[src/rtl/pdr_pkg.sv]
// Shared widths, register indexes, reset values and configuration struct
// for the potentiometer deadband to DAC rate block. No dependencies.
package pdr_pkg;

    localparam int SAMPLE_W  = 12;
    localparam int DBAND_W   = 12;
    localparam int FREQ_W    = 20;
    localparam int POINTS_W  = 13;
    localparam int CLOCK_W   = 27;
    localparam int TMO_W     = 16;
    localparam int CFG_IDX_W = 3;
    localparam int CFG_DATA_W = 27;
    localparam int FS_W      = 16;

    localparam int DIV_NUM_W = 32;
    localparam int DIV_DEN_W = 33;

    localparam int QUEUE_DEPTH_DEF   = 2;
    localparam int ADC_FULL_SCALE_DEF = 4095;

    localparam logic [CFG_IDX_W-1:0] REG_DEADBAND = 3'd0;
    localparam logic [CFG_IDX_W-1:0] REG_FREQ_MIN = 3'd1;
    localparam logic [CFG_IDX_W-1:0] REG_FREQ_MAX = 3'd2;
    localparam logic [CFG_IDX_W-1:0] REG_POINTS   = 3'd3;
    localparam logic [CFG_IDX_W-1:0] REG_CLOCK    = 3'd4;

    localparam logic [DBAND_W-1:0]  RST_DEADBAND = 12'd15;
    localparam logic [FREQ_W-1:0]   RST_FREQ_MIN = 20'd10;
    localparam logic [FREQ_W-1:0]   RST_FREQ_MAX = 20'd1000;
    localparam logic [POINTS_W-1:0] RST_POINTS   = 13'd64;
    localparam logic [CLOCK_W-1:0]  RST_CLOCK    = 27'd25000000;

    localparam logic [FREQ_W-1:0] FREQ_SAT = 20'hFFFFF;
    localparam logic [TMO_W-1:0]  TMO_SAT  = 16'hFFFF;

    typedef struct packed {
        logic [DBAND_W-1:0]  deadband;
        logic [FREQ_W-1:0]   freq_lo;
        logic [FREQ_W-1:0]   freq_hi;
        logic [POINTS_W-1:0] points_per_period;
        logic [CLOCK_W-1:0]  clock_hz;
    } t_cfg;

endpackage

[src/rtl/pdr_fifo.sv]
// Small register queue between the sample filter and the rate computation.
// Depends on nothing; the depth is to be a power of two, which the block does not enforce.
module pdr_fifo #(
    parameter int W     = 12,
    parameter int DEPTH = 2
) (
    input  logic         i_clk,
    input  logic         i_rst_n,
    input  logic         i_wr_en,
    input  logic [W-1:0] i_wr_data,
    output logic         o_not_full,
    input  logic         i_rd_en,
    output logic         o_valid,
    output logic [W-1:0] o_rd_data
);
    localparam int AW = (DEPTH > 1) ? $clog2(DEPTH) : 1;

    logic [W-1:0]  r_mem [DEPTH];
    logic [AW-1:0] r_wp;
    logic [AW-1:0] r_rp;
    logic [AW:0]   r_cnt;
    logic          w_wr;
    logic          w_rd;

    assign o_not_full = (r_cnt != (AW+1)'(DEPTH));
    assign o_valid    = (r_cnt != '0);
    assign o_rd_data  = r_mem[r_rp];
    assign w_wr       = i_wr_en && o_not_full;
    assign w_rd       = i_rd_en && o_valid;

    always_ff @(posedge i_clk) begin
        if (w_wr) begin
            r_mem[r_wp] <= i_wr_data;
        end
    end

    always_ff @(posedge i_clk) begin
        if (!i_rst_n) begin
            r_wp  <= '0;
            r_rp  <= '0;
            r_cnt <= '0;
        end else begin
            if (w_wr) begin
                r_wp <= (r_wp == AW'(DEPTH - 1)) ? '0 : r_wp + AW'(1);
            end
            if (w_rd) begin
                r_rp <= (r_rp == AW'(DEPTH - 1)) ? '0 : r_rp + AW'(1);
            end
            case ({w_wr, w_rd})
                2'b10:   r_cnt <= r_cnt + (AW+1)'(1);
                2'b01:   r_cnt <= r_cnt - (AW+1)'(1);
                default: r_cnt <= r_cnt;
            endcase
        end
    end

endmodule

[src/rtl/pdr_front.sv]
// Deadband filter: keeps the last passed sample and forwards only samples
// that move past the deadband. Uses pdr_pkg.
module pdr_front (
    input  logic                   i_clk,
    input  logic                   i_rst_n,
    input  pdr_pkg::t_cfg          i_cfg,
    input  logic                   i_in_valid,
    output logic                   o_in_ready,
    input  logic [pdr_pkg::SAMPLE_W-1:0] i_adc_sample,
    input  logic                   i_q_not_full,
    output logic                   o_push,
    output logic [pdr_pkg::SAMPLE_W-1:0] o_push_sample
);
    import pdr_pkg::*;

    logic [SAMPLE_W-1:0] r_last;
    logic [SAMPLE_W-1:0] w_diff;
    logic                w_pass;

    assign w_diff = (i_adc_sample >= r_last) ? (i_adc_sample - r_last)
                                             : (r_last - i_adc_sample);
    assign w_pass = (w_diff > i_cfg.deadband);

    assign o_in_ready    = i_q_not_full;
    assign o_push        = i_in_valid && i_q_not_full && w_pass;
    assign o_push_sample = i_adc_sample;

    always_ff @(posedge i_clk) begin
        if (!i_rst_n) begin
            r_last <= '0;
        end else if (o_push) begin
            r_last <= i_adc_sample;
        end
    end

endmodule

[src/rtl/pdr_div.sv]
// Radix-4 restoring divider, two quotient bits per cycle.
// Depends on nothing; NUM_W must be even.
module pdr_div #(
    parameter int NUM_W = 32,
    parameter int DEN_W = 33
) (
    input  logic             i_clk,
    input  logic             i_rst_n,
    input  logic             i_start,
    input  logic [NUM_W-1:0] i_num,
    input  logic [DEN_W-1:0] i_den,
    output logic             o_done,
    output logic [NUM_W-1:0] o_quo
);
    localparam int STEPS = NUM_W / 2;
    localparam int CNT_W = $clog2(STEPS + 1);

    logic             r_busy;
    logic             r_done;
    logic [CNT_W-1:0] r_cnt;
    logic [NUM_W-1:0] r_work;
    logic [DEN_W-1:0] r_rem;
    logic [DEN_W+1:0] r_d1;
    logic [DEN_W+1:0] r_d2;
    logic [DEN_W+1:0] r_d3;
    logic [DEN_W+1:0] w_t;
    logic [DEN_W+1:0] w_rem;
    logic [1:0]       w_digit;

    assign w_t = {r_rem, r_work[NUM_W-1 -: 2]};

    always_comb begin
        if (w_t >= r_d3) begin
            w_digit = 2'd3;
            w_rem   = w_t - r_d3;
        end else if (w_t >= r_d2) begin
            w_digit = 2'd2;
            w_rem   = w_t - r_d2;
        end else if (w_t >= r_d1) begin
            w_digit = 2'd1;
            w_rem   = w_t - r_d1;
        end else begin
            w_digit = 2'd0;
            w_rem   = w_t;
        end
    end

    assign o_done = r_done;
    assign o_quo  = r_work;

    always_ff @(posedge i_clk) begin
        if (i_start) begin
            r_work <= i_num;
            r_rem  <= '0;
            r_d1   <= {2'b00, i_den};
            r_d2   <= {1'b0, i_den, 1'b0};
            r_d3   <= {2'b00, i_den} + {1'b0, i_den, 1'b0};
        end else if (r_busy) begin
            r_work <= {r_work[NUM_W-3:0], w_digit};
            r_rem  <= w_rem[DEN_W-1:0];
        end
    end

    always_ff @(posedge i_clk) begin
        if (!i_rst_n) begin
            r_busy <= 1'b0;
            r_done <= 1'b0;
            r_cnt  <= '0;
        end else begin
            r_done <= 1'b0;
            if (i_start) begin
                r_busy <= 1'b1;
                r_cnt  <= CNT_W'(STEPS);
            end else if (r_busy) begin
                r_cnt <= r_cnt - CNT_W'(1);
                if (r_cnt == CNT_W'(1)) begin
                    r_busy <= 1'b0;
                    r_done <= 1'b1;
                end
            end
        end
    end

endmodule

[src/rtl/pdr_back.sv]
// Rate computation: maps a passed sample to a frequency and a DAC timeout
// with one shared divider, and holds the result register. Uses pdr_pkg, pdr_div.
module pdr_back #(
    parameter int ADC_FULL_SCALE = pdr_pkg::ADC_FULL_SCALE_DEF
) (
    input  logic                         i_clk,
    input  logic                         i_rst_n,
    input  pdr_pkg::t_cfg                i_cfg,
    input  logic                         i_q_valid,
    input  logic [pdr_pkg::SAMPLE_W-1:0] i_q_sample,
    output logic                         o_q_pop,
    output logic                         o_out_valid,
    input  logic                         i_out_ready,
    output logic [pdr_pkg::FREQ_W-1:0]   o_frequency_hz,
    output logic [pdr_pkg::TMO_W-1:0]    o_timeout_cycles
);
    import pdr_pkg::*;

    localparam logic [2:0] S_IDLE = 3'd0;
    localparam logic [2:0] S_MAP  = 3'd1;
    localparam logic [2:0] S_MAPW = 3'd2;
    localparam logic [2:0] S_MUL  = 3'd3;
    localparam logic [2:0] S_TO   = 3'd4;
    localparam logic [2:0] S_TOW  = 3'd5;
    localparam logic [2:0] S_OUT  = 3'd6;

    localparam logic [DIV_DEN_W-1:0] FS_DEN = DIV_DEN_W'(ADC_FULL_SCALE);

    logic [2:0]           r_state;
    logic [SAMPLE_W-1:0]  r_samp;
    logic [FREQ_W-1:0]    r_freq;
    logic [DIV_DEN_W-1:0] r_den;
    logic [TMO_W-1:0]     r_tmo;
    logic                 r_out_valid;
    logic [FREQ_W-1:0]    r_out_freq;
    logic [TMO_W-1:0]     r_out_tmo;

    logic [FREQ_W-1:0]    w_span;
    logic [DIV_NUM_W-1:0] w_prod;
    logic                 w_start;
    logic [DIV_NUM_W-1:0] w_num;
    logic [DIV_DEN_W-1:0] w_den;
    logic                 w_done;
    logic [DIV_NUM_W-1:0] w_quo;
    logic [DIV_NUM_W-1:0] w_qmap;
    logic [DIV_NUM_W:0]   w_fsum;
    logic [FREQ_W-1:0]    w_freq;
    logic [TMO_W-1:0]     w_tmo;
    logic                 w_out_free;

    assign w_span = (i_cfg.freq_hi >= i_cfg.freq_lo)
                  ? (i_cfg.freq_hi - i_cfg.freq_lo) : '0;
    assign w_prod = DIV_NUM_W'(r_samp) * DIV_NUM_W'(w_span);

    assign w_start = (r_state == S_MAP) || (r_state == S_TO);
    assign w_num   = (r_state == S_MAP) ? w_prod : DIV_NUM_W'(i_cfg.clock_hz);
    assign w_den   = (r_state == S_MAP) ? FS_DEN : r_den;

    pdr_div #(
        .NUM_W (DIV_NUM_W),
        .DEN_W (DIV_DEN_W)
    ) u_div (
        .i_clk   (i_clk),
        .i_rst_n (i_rst_n),
        .i_start (w_start),
        .i_num   (w_num),
        .i_den   (w_den),
        .o_done  (w_done),
        .o_quo   (w_quo)
    );

    assign w_qmap = (FS_DEN == '0) ? DIV_NUM_W'(w_span) : w_quo;
    assign w_fsum = (DIV_NUM_W+1)'(i_cfg.freq_lo) + (DIV_NUM_W+1)'(w_qmap);
    assign w_freq = (w_fsum > (DIV_NUM_W+1)'(FREQ_SAT)) ? FREQ_SAT : w_fsum[FREQ_W-1:0];

    assign w_tmo = (r_den == '0) ? TMO_SAT
                 : ((w_quo[DIV_NUM_W-1:TMO_W] != '0) ? TMO_SAT : w_quo[TMO_W-1:0]);

    assign w_out_free = !r_out_valid || i_out_ready;

    assign o_q_pop          = (r_state == S_IDLE) && i_q_valid;
    assign o_out_valid      = r_out_valid;
    assign o_frequency_hz   = r_out_freq;
    assign o_timeout_cycles = r_out_tmo;

    always_ff @(posedge i_clk) begin
        if (o_q_pop) begin
            r_samp <= i_q_sample;
        end
        if ((r_state == S_MAPW) && w_done) begin
            r_freq <= w_freq;
        end
        if (r_state == S_MUL) begin
            r_den <= DIV_DEN_W'(r_freq) * DIV_DEN_W'(i_cfg.points_per_period);
        end
        if ((r_state == S_TOW) && w_done) begin
            r_tmo <= w_tmo;
        end
        if ((r_state == S_OUT) && w_out_free) begin
            r_out_freq <= r_freq;
            r_out_tmo  <= r_tmo;
        end
    end

    always_ff @(posedge i_clk) begin
        if (!i_rst_n) begin
            r_state     <= S_IDLE;
            r_out_valid <= 1'b0;
        end else begin
            if ((r_state == S_OUT) && w_out_free) begin
                r_out_valid <= 1'b1;
            end else if (i_out_ready) begin
                r_out_valid <= 1'b0;
            end
            case (r_state)
                S_IDLE: if (i_q_valid) r_state <= S_MAP;
                S_MAP:  r_state <= S_MAPW;
                S_MAPW: if (w_done) r_state <= S_MUL;
                S_MUL:  r_state <= S_TO;
                S_TO:   r_state <= S_TOW;
                S_TOW:  if (w_done) r_state <= S_OUT;
                S_OUT:  if (w_out_free) r_state <= S_IDLE;
                default: r_state <= S_IDLE;
            endcase
        end
    end

endmodule

[src/rtl/pot_deadband_to_dac_rate_unit.sv]
// Top level of the potentiometer deadband to DAC rate block: configuration
// registers, deadband filter, sample queue and rate computation.
// Uses pdr_pkg, pdr_front, pdr_fifo, pdr_back.
// Usage:
//   Input channel (i_in_valid / o_in_ready) takes one ADC sample per item.
//   A sample within the deadband of the last passed sample is taken and
//   dropped without a result. A passed sample yields one result item on
//   the output channel (o_out_valid / i_out_ready): the mapped frequency
//   and the DAC timeout in timer cycles, saturated to 65535.
//   The filter takes a sample every cycle while the queue has room. The
//   rate computation takes one passed sample at a time: the shared radix-4
//   divider gives the frequency, a multiply by points per period forms the
//   divisor, the divider gives the timeout, and the result is registered.
//   A finished result waits in the output register while the next sample
//   is computed; a stalled receiver holds the computation once the next
//   result is ready, then the queue fills and o_in_ready drops.
//   Reset (synchronous, active low) loads the register defaults, clears the
//   stored sample and empties the queue and output. Configuration writes
//   (i_cfg_we, i_cfg_idx, i_cfg_data) take effect at once; unknown indexes
//   are ignored.
module pot_deadband_to_dac_rate_unit #(
    parameter int ADC_FULL_SCALE = pdr_pkg::ADC_FULL_SCALE_DEF,
    parameter int QUEUE_DEPTH    = pdr_pkg::QUEUE_DEPTH_DEF
) (
    input  logic                             i_clk,
    input  logic                             i_rst_n,
    input  logic                             i_cfg_we,
    input  logic [pdr_pkg::CFG_IDX_W-1:0]    i_cfg_idx,
    input  logic [pdr_pkg::CFG_DATA_W-1:0]   i_cfg_data,
    input  logic                             i_in_valid,
    output logic                             o_in_ready,
    input  logic [pdr_pkg::SAMPLE_W-1:0]     i_adc_sample,
    output logic                             o_out_valid,
    input  logic                             i_out_ready,
    output logic [pdr_pkg::FREQ_W-1:0]       o_frequency_hz,
    output logic [pdr_pkg::TMO_W-1:0]        o_timeout_cycles
);
    import pdr_pkg::*;

    t_cfg                r_cfg;
    logic                w_q_not_full;
    logic                w_push;
    logic [SAMPLE_W-1:0] w_push_sample;
    logic                w_q_valid;
    logic [SAMPLE_W-1:0] w_q_sample;
    logic                w_q_pop;

    always_ff @(posedge i_clk) begin
        if (!i_rst_n) begin
            r_cfg.deadband          <= RST_DEADBAND;
            r_cfg.freq_lo           <= RST_FREQ_MIN;
            r_cfg.freq_hi           <= RST_FREQ_MAX;
            r_cfg.points_per_period <= RST_POINTS;
            r_cfg.clock_hz          <= RST_CLOCK;
        end else if (i_cfg_we) begin
            case (i_cfg_idx)
                REG_DEADBAND: r_cfg.deadband          <= i_cfg_data[DBAND_W-1:0];
                REG_FREQ_MIN: r_cfg.freq_lo           <= i_cfg_data[FREQ_W-1:0];
                REG_FREQ_MAX: r_cfg.freq_hi           <= i_cfg_data[FREQ_W-1:0];
                REG_POINTS:   r_cfg.points_per_period <= i_cfg_data[POINTS_W-1:0];
                REG_CLOCK:    r_cfg.clock_hz          <= i_cfg_data[CLOCK_W-1:0];
                default:      r_cfg <= r_cfg;
            endcase
        end
    end

    pdr_front u_front (
        .i_clk         (i_clk),
        .i_rst_n       (i_rst_n),
        .i_cfg         (r_cfg),
        .i_in_valid    (i_in_valid),
        .o_in_ready    (o_in_ready),
        .i_adc_sample  (i_adc_sample),
        .i_q_not_full  (w_q_not_full),
        .o_push        (w_push),
        .o_push_sample (w_push_sample)
    );

    pdr_fifo #(
        .W     (SAMPLE_W),
        .DEPTH (QUEUE_DEPTH)
    ) u_fifo (
        .i_clk      (i_clk),
        .i_rst_n    (i_rst_n),
        .i_wr_en    (w_push),
        .i_wr_data  (w_push_sample),
        .o_not_full (w_q_not_full),
        .i_rd_en    (w_q_pop),
        .o_valid    (w_q_valid),
        .o_rd_data  (w_q_sample)
    );

    pdr_back #(
        .ADC_FULL_SCALE (ADC_FULL_SCALE)
    ) u_back (
        .i_clk            (i_clk),
        .i_rst_n          (i_rst_n),
        .i_cfg            (r_cfg),
        .i_q_valid        (w_q_valid),
        .i_q_sample       (w_q_sample),
        .o_q_pop          (w_q_pop),
        .o_out_valid      (o_out_valid),
        .i_out_ready      (i_out_ready),
        .o_frequency_hz   (o_frequency_hz),
        .o_timeout_cycles (o_timeout_cycles)
    );

endmodule

[config.mk]
export PLATFORM = sky130hd
export DESIGN_NAME = pot_deadband_to_dac_rate_unit
export DESIGN_NICKNAME = d
export VERILOG_FILES = /design/src/rtl/pdr_pkg.sv /design/src/rtl/pdr_fifo.sv /design/src/rtl/pdr_front.sv /design/src/rtl/pdr_div.sv /design/src/rtl/pdr_back.sv /design/src/rtl/pot_deadband_to_dac_rate_unit.sv
export SDC_FILE = /design/constraint.sdc
export NUM_CORES = 2
export LEC_CHECK = 0
export BUFFER_PORTS_ARGS = -buffer_cell sky130_fd_sc_hd__buf_2
export CAP_MARGIN = 20
export CORE_MARGIN = 4
export CORE_UTILIZATION = 41
export DETAILED_ROUTE_END_ITERATION = 10
export PLACE_DENSITY = 0.62
export SKIP_LAST_GASP = 1
export SLEW_MARGIN = 20
export SYNTH_ARGS = -nofsm -noshare
export SYNTH_HDL_FRONTEND = slang
export SYNTH_HIERARCHICAL = 1
export SYNTH_SLANG_ARGS = --single-unit
[constraint.sdc]
create_clock -name i_clk -period 7.6 [get_ports i_clk]
set_input_delay 0.38 -clock i_clk [delete_from_list [all_inputs] [get_ports i_clk]]
set_output_delay 0.38 -clock i_clk [all_outputs]
set_load 0.005 [all_outputs]
==> impl_metrics.env <==
export IMPL_finish_instance_area_um2=48300
export IMPL_grt_ovfl_total=0
export IMPL_floorplan_core_area_um2=103000
export IMPL_initial_utilization_pct=41.3
export IMPL_global_route_usage_over_all_layers_pct=21.7
export IMPL_synth_xor_area_share_pct=4.10
export IMPL_drcViolationCount=0
export IMPL_postRouteAntennaNets=0
export IMPL_synth_compound_area_share_pct=13.2
export IMPL_io_buffer_count=84
export IMPL_nets=5659
export IMPL_status="completed"
export IMPL_final_hold_viol_count=0
export IMPL_number_of_enable_flip_flop_cells_after_synthesis=240
export IMPL_async_flop_share_pct=0
export IMPL_clock_sinks=393
export IMPL_yosysWarnings=6
export IMPL_tritoncts="done"
export IMPL_timing_critical_path_slowest_cell_delay_ps=560
export IMPL_postSynthNetCount=5517
export IMPL_max_clock_freq_ghz=0.133
export IMPL_placementRows=118
export IMPL_critical_path_startpoint_type="register"
export IMPL_mean_instance_size_in_the_synthesized_netlist_um2=9.05
export IMPL_netlist_top_cells_area="fa_1 (18%), edfxtp_1 (17%), ha_1 (11%), dfxtp_1 (7.2%), inv_1 (5.2%)"
export IMPL_cp_required_ps=7920
export IMPL_final_setup_viol_count=0
export IMPL_synthFlopType="edfxtp_1"
export IMPL_post_route_cells_drive_above_1_share_pct=14.0
export IMPL_grt_start_max_net_pins=109
export IMPL_worstSetupEndpointType="register"
export IMPL_die_width_um=331
export IMPL_dieArea_um2=109000
export IMPL_clkTransAtPathRegs_ps=60
export IMPL_cts_inserted_buffers=46
export IMPL_fin_hold_ws_ps=39.7
export IMPL_max_cap_viol=0
export IMPL_die_height_um=331
export IMPL_dr_pass1_iters=5
export IMPL_cts_root_buffer="clkbuf_16"
export IMPL_worst_path_max_delay_cell="fa_1"
export IMPL_filler_cell_count=9905
export IMPL_hold_path_class="input port to register"
export IMPL_drt_first_iter_violations=2505
export IMPL_antenna_found_initial=2
export IMPL_viasPerCell=5.41
export IMPL_ys_seq_area_share_pct=24.0
export IMPL_tightest_slew_ps=1150
export IMPL_yosys_area_share_adder_pct=28.6
export IMPL_synth_top_cell_area_share_pct=18.1
export IMPL_place_area_um2=45300
export IMPL_syn2layout_area_growth_pct=12.9
export IMPL_timing_max_slew_rel_slack_pct=23.4
export IMPL_grt_pass1_vias=34317
export IMPL_crit_arrival_ps=7860
export IMPL_preCtsSetupSlack_ps=-316
export IMPL_gp_weighted_congestion=0.929
export IMPL_via_count=34027
export IMPL_finalWorstSetupSlack_ps=57.0
export IMPL_io_pin_count=85
export IMPL_largest_family_of_logic_cells_by_synthesized_area="adder cells"
export IMPL_total_routed_wirelength_um=118000
export IMPL_max_clock_path_buffers=3
export IMPL_synth_distinct_cells=104
export IMPL_detailedPlacementHpwl_um=92500
export IMPL_synth_area_um2=42700
export IMPL_crit_path_max_fanout=5
export IMPL_rsz_0062_raised_after_global_routing="yes"
export IMPL_ys_seq_elements=393
export IMPL_synth_most_common_cell="inv_1"
export IMPL_yosys_mux_area_fraction_pct=4.44
export IMPL_timing_final_crit_share_pct=99.2
export IMPL_yosysTopAreaCell="fa_1"
export IMPL_cts_max_level=2
export IMPL_skew_ps=79.1
export IMPL_clock_latency_on_the_worst_skew_pair_ps=640
export IMPL_yosys_top_cells_count="inv_1 (595), nand2_1 (576), fa_1 (386)"
export IMPL_final_min_clock_period_ps=7540
export IMPL_synth_simple_area_share_pct=17.6
export IMPL_crit_top_cell="fa_1"
export IMPL_critical_path_class="register to register"
export IMPL_detail_route_wl_per_cell_um=18.7
export IMPL_postSynthCellCount=4724
export IMPL_grt_pass1_wl_um=190000
export IMPL_drv_slew=0
## what timing repair did
item,CTS,global route
hold buffers,15,0
setup buffers,34,18
cloned,1,0
setup endpoints to repair,15,16
pin swaps,84,125
hold endpoints to repair,28,0
gates resized for setup,81,132
## path summary, 6_finish.rpt
check / from / end / slack [ps] / depth (start not counted)
worst max-delay path: r_cfg[40] / u_back/u_div/o_quo[30] / 60 / 33
worst min-delay path: i_cfg_data[8] / r_cfg[48] / 40 / 3
worst max register to register: r_cfg[40] / u_back/u_div/o_quo[30] / 60 / 33
worst min register to register: u_back/r_tmo[0] / u_back/o_timeout_cycles[0] / 420 / 0
## cell usage in the layout, fill, tap and decap left out, types with 43 or more instances in the layout
master and n:
dfxtp_1 150, nor2_1 171, a21o_1 97, and2_1 186, xnor2_1 132, fa_1 371, a21oi_1 193, nor3_1 80
xor2_1 64, inv_1 571, mux2i_1 138, buf_4 208, buf_2 83, o21ai_0 136, nand3_1 138, nand2_1 561
edfxtp_1 240, nor2b_1 72, ha_1 341, clkbuf_16 46, and3_1 61, a211oi_1 43
## per-stage QoR
stage,instances,util (%),setup TNS [ps]
3_3_place_gp,6133,43.7,-1420
3_5_place_dp,6133,43.7,-2040
5_1_grt,6284,46.6,-2280
4_1_cts,6267,46.0,0
2_1_floorplan,4724,-,0
6_report,6285,46.6,0
## registers in the layout, summed over array words and instances (netlist names), 2 cells and up, named ones only
name	flops
r_cfg	92
u_back/u_div/r_d3	35
u_back/r_den	33
u_back/u_div/r_rem	33
u_back/u_div/o_quo	32
u_back/u_div/r_d1	32
u_fifo/r_mem	24
u_back/o_frequency_hz	20
u_back/r_freq	20
u_back/o_timeout_cycles	16
u_back/r_tmo	16
u_back/r_samp	12
u_front/r_last	12
u_back/u_div/r_cnt	5
u_back/r_state	3
u_fifo/r_cnt	2
## metal layers
layer	vias up	part of all wire [%]	track usage, %
met5	-	0	0
met2	860	45	34.5
met1	16697	46	30.8
met4	0	2.6	5.79
met3	156	6.6	3.44
li1	16314	-	-
## worst max-delay path: cells and delay by family, from the launching register on
family / cells / cell delay (ps)
buf+inv: 10 / 970
fa+ha+maj: 8 / 3230
flops: 1 / 330
mux: 1 / 260
simple gates: 5 / 900
compound gates: 9 / 1540
## cell families after synthesis
group / after synthesis
fa+ha+maj: 746
simple gates: 1526
compound gates: 834
xor+xnor: 200
flops: 393
mux: 184
buf+inv: 841
## layout make-up
cell class	instances	area (µm²)	area share, %
well taps	1380	1730	3.58
inverters	596	2240	4.63
clock buffers	55	1180	2.45
flip-flops and latches	393	10300	21.3
clock inverters	31	359	0.744
diodes	1	2.50	0.00518
repair buffers	339	2570	5.33
multi-input cells	3490	29900	62.0
Power is not shown: default switching activity piles up to over one toggle a cycle in this logic, so the estimate is an artifact.
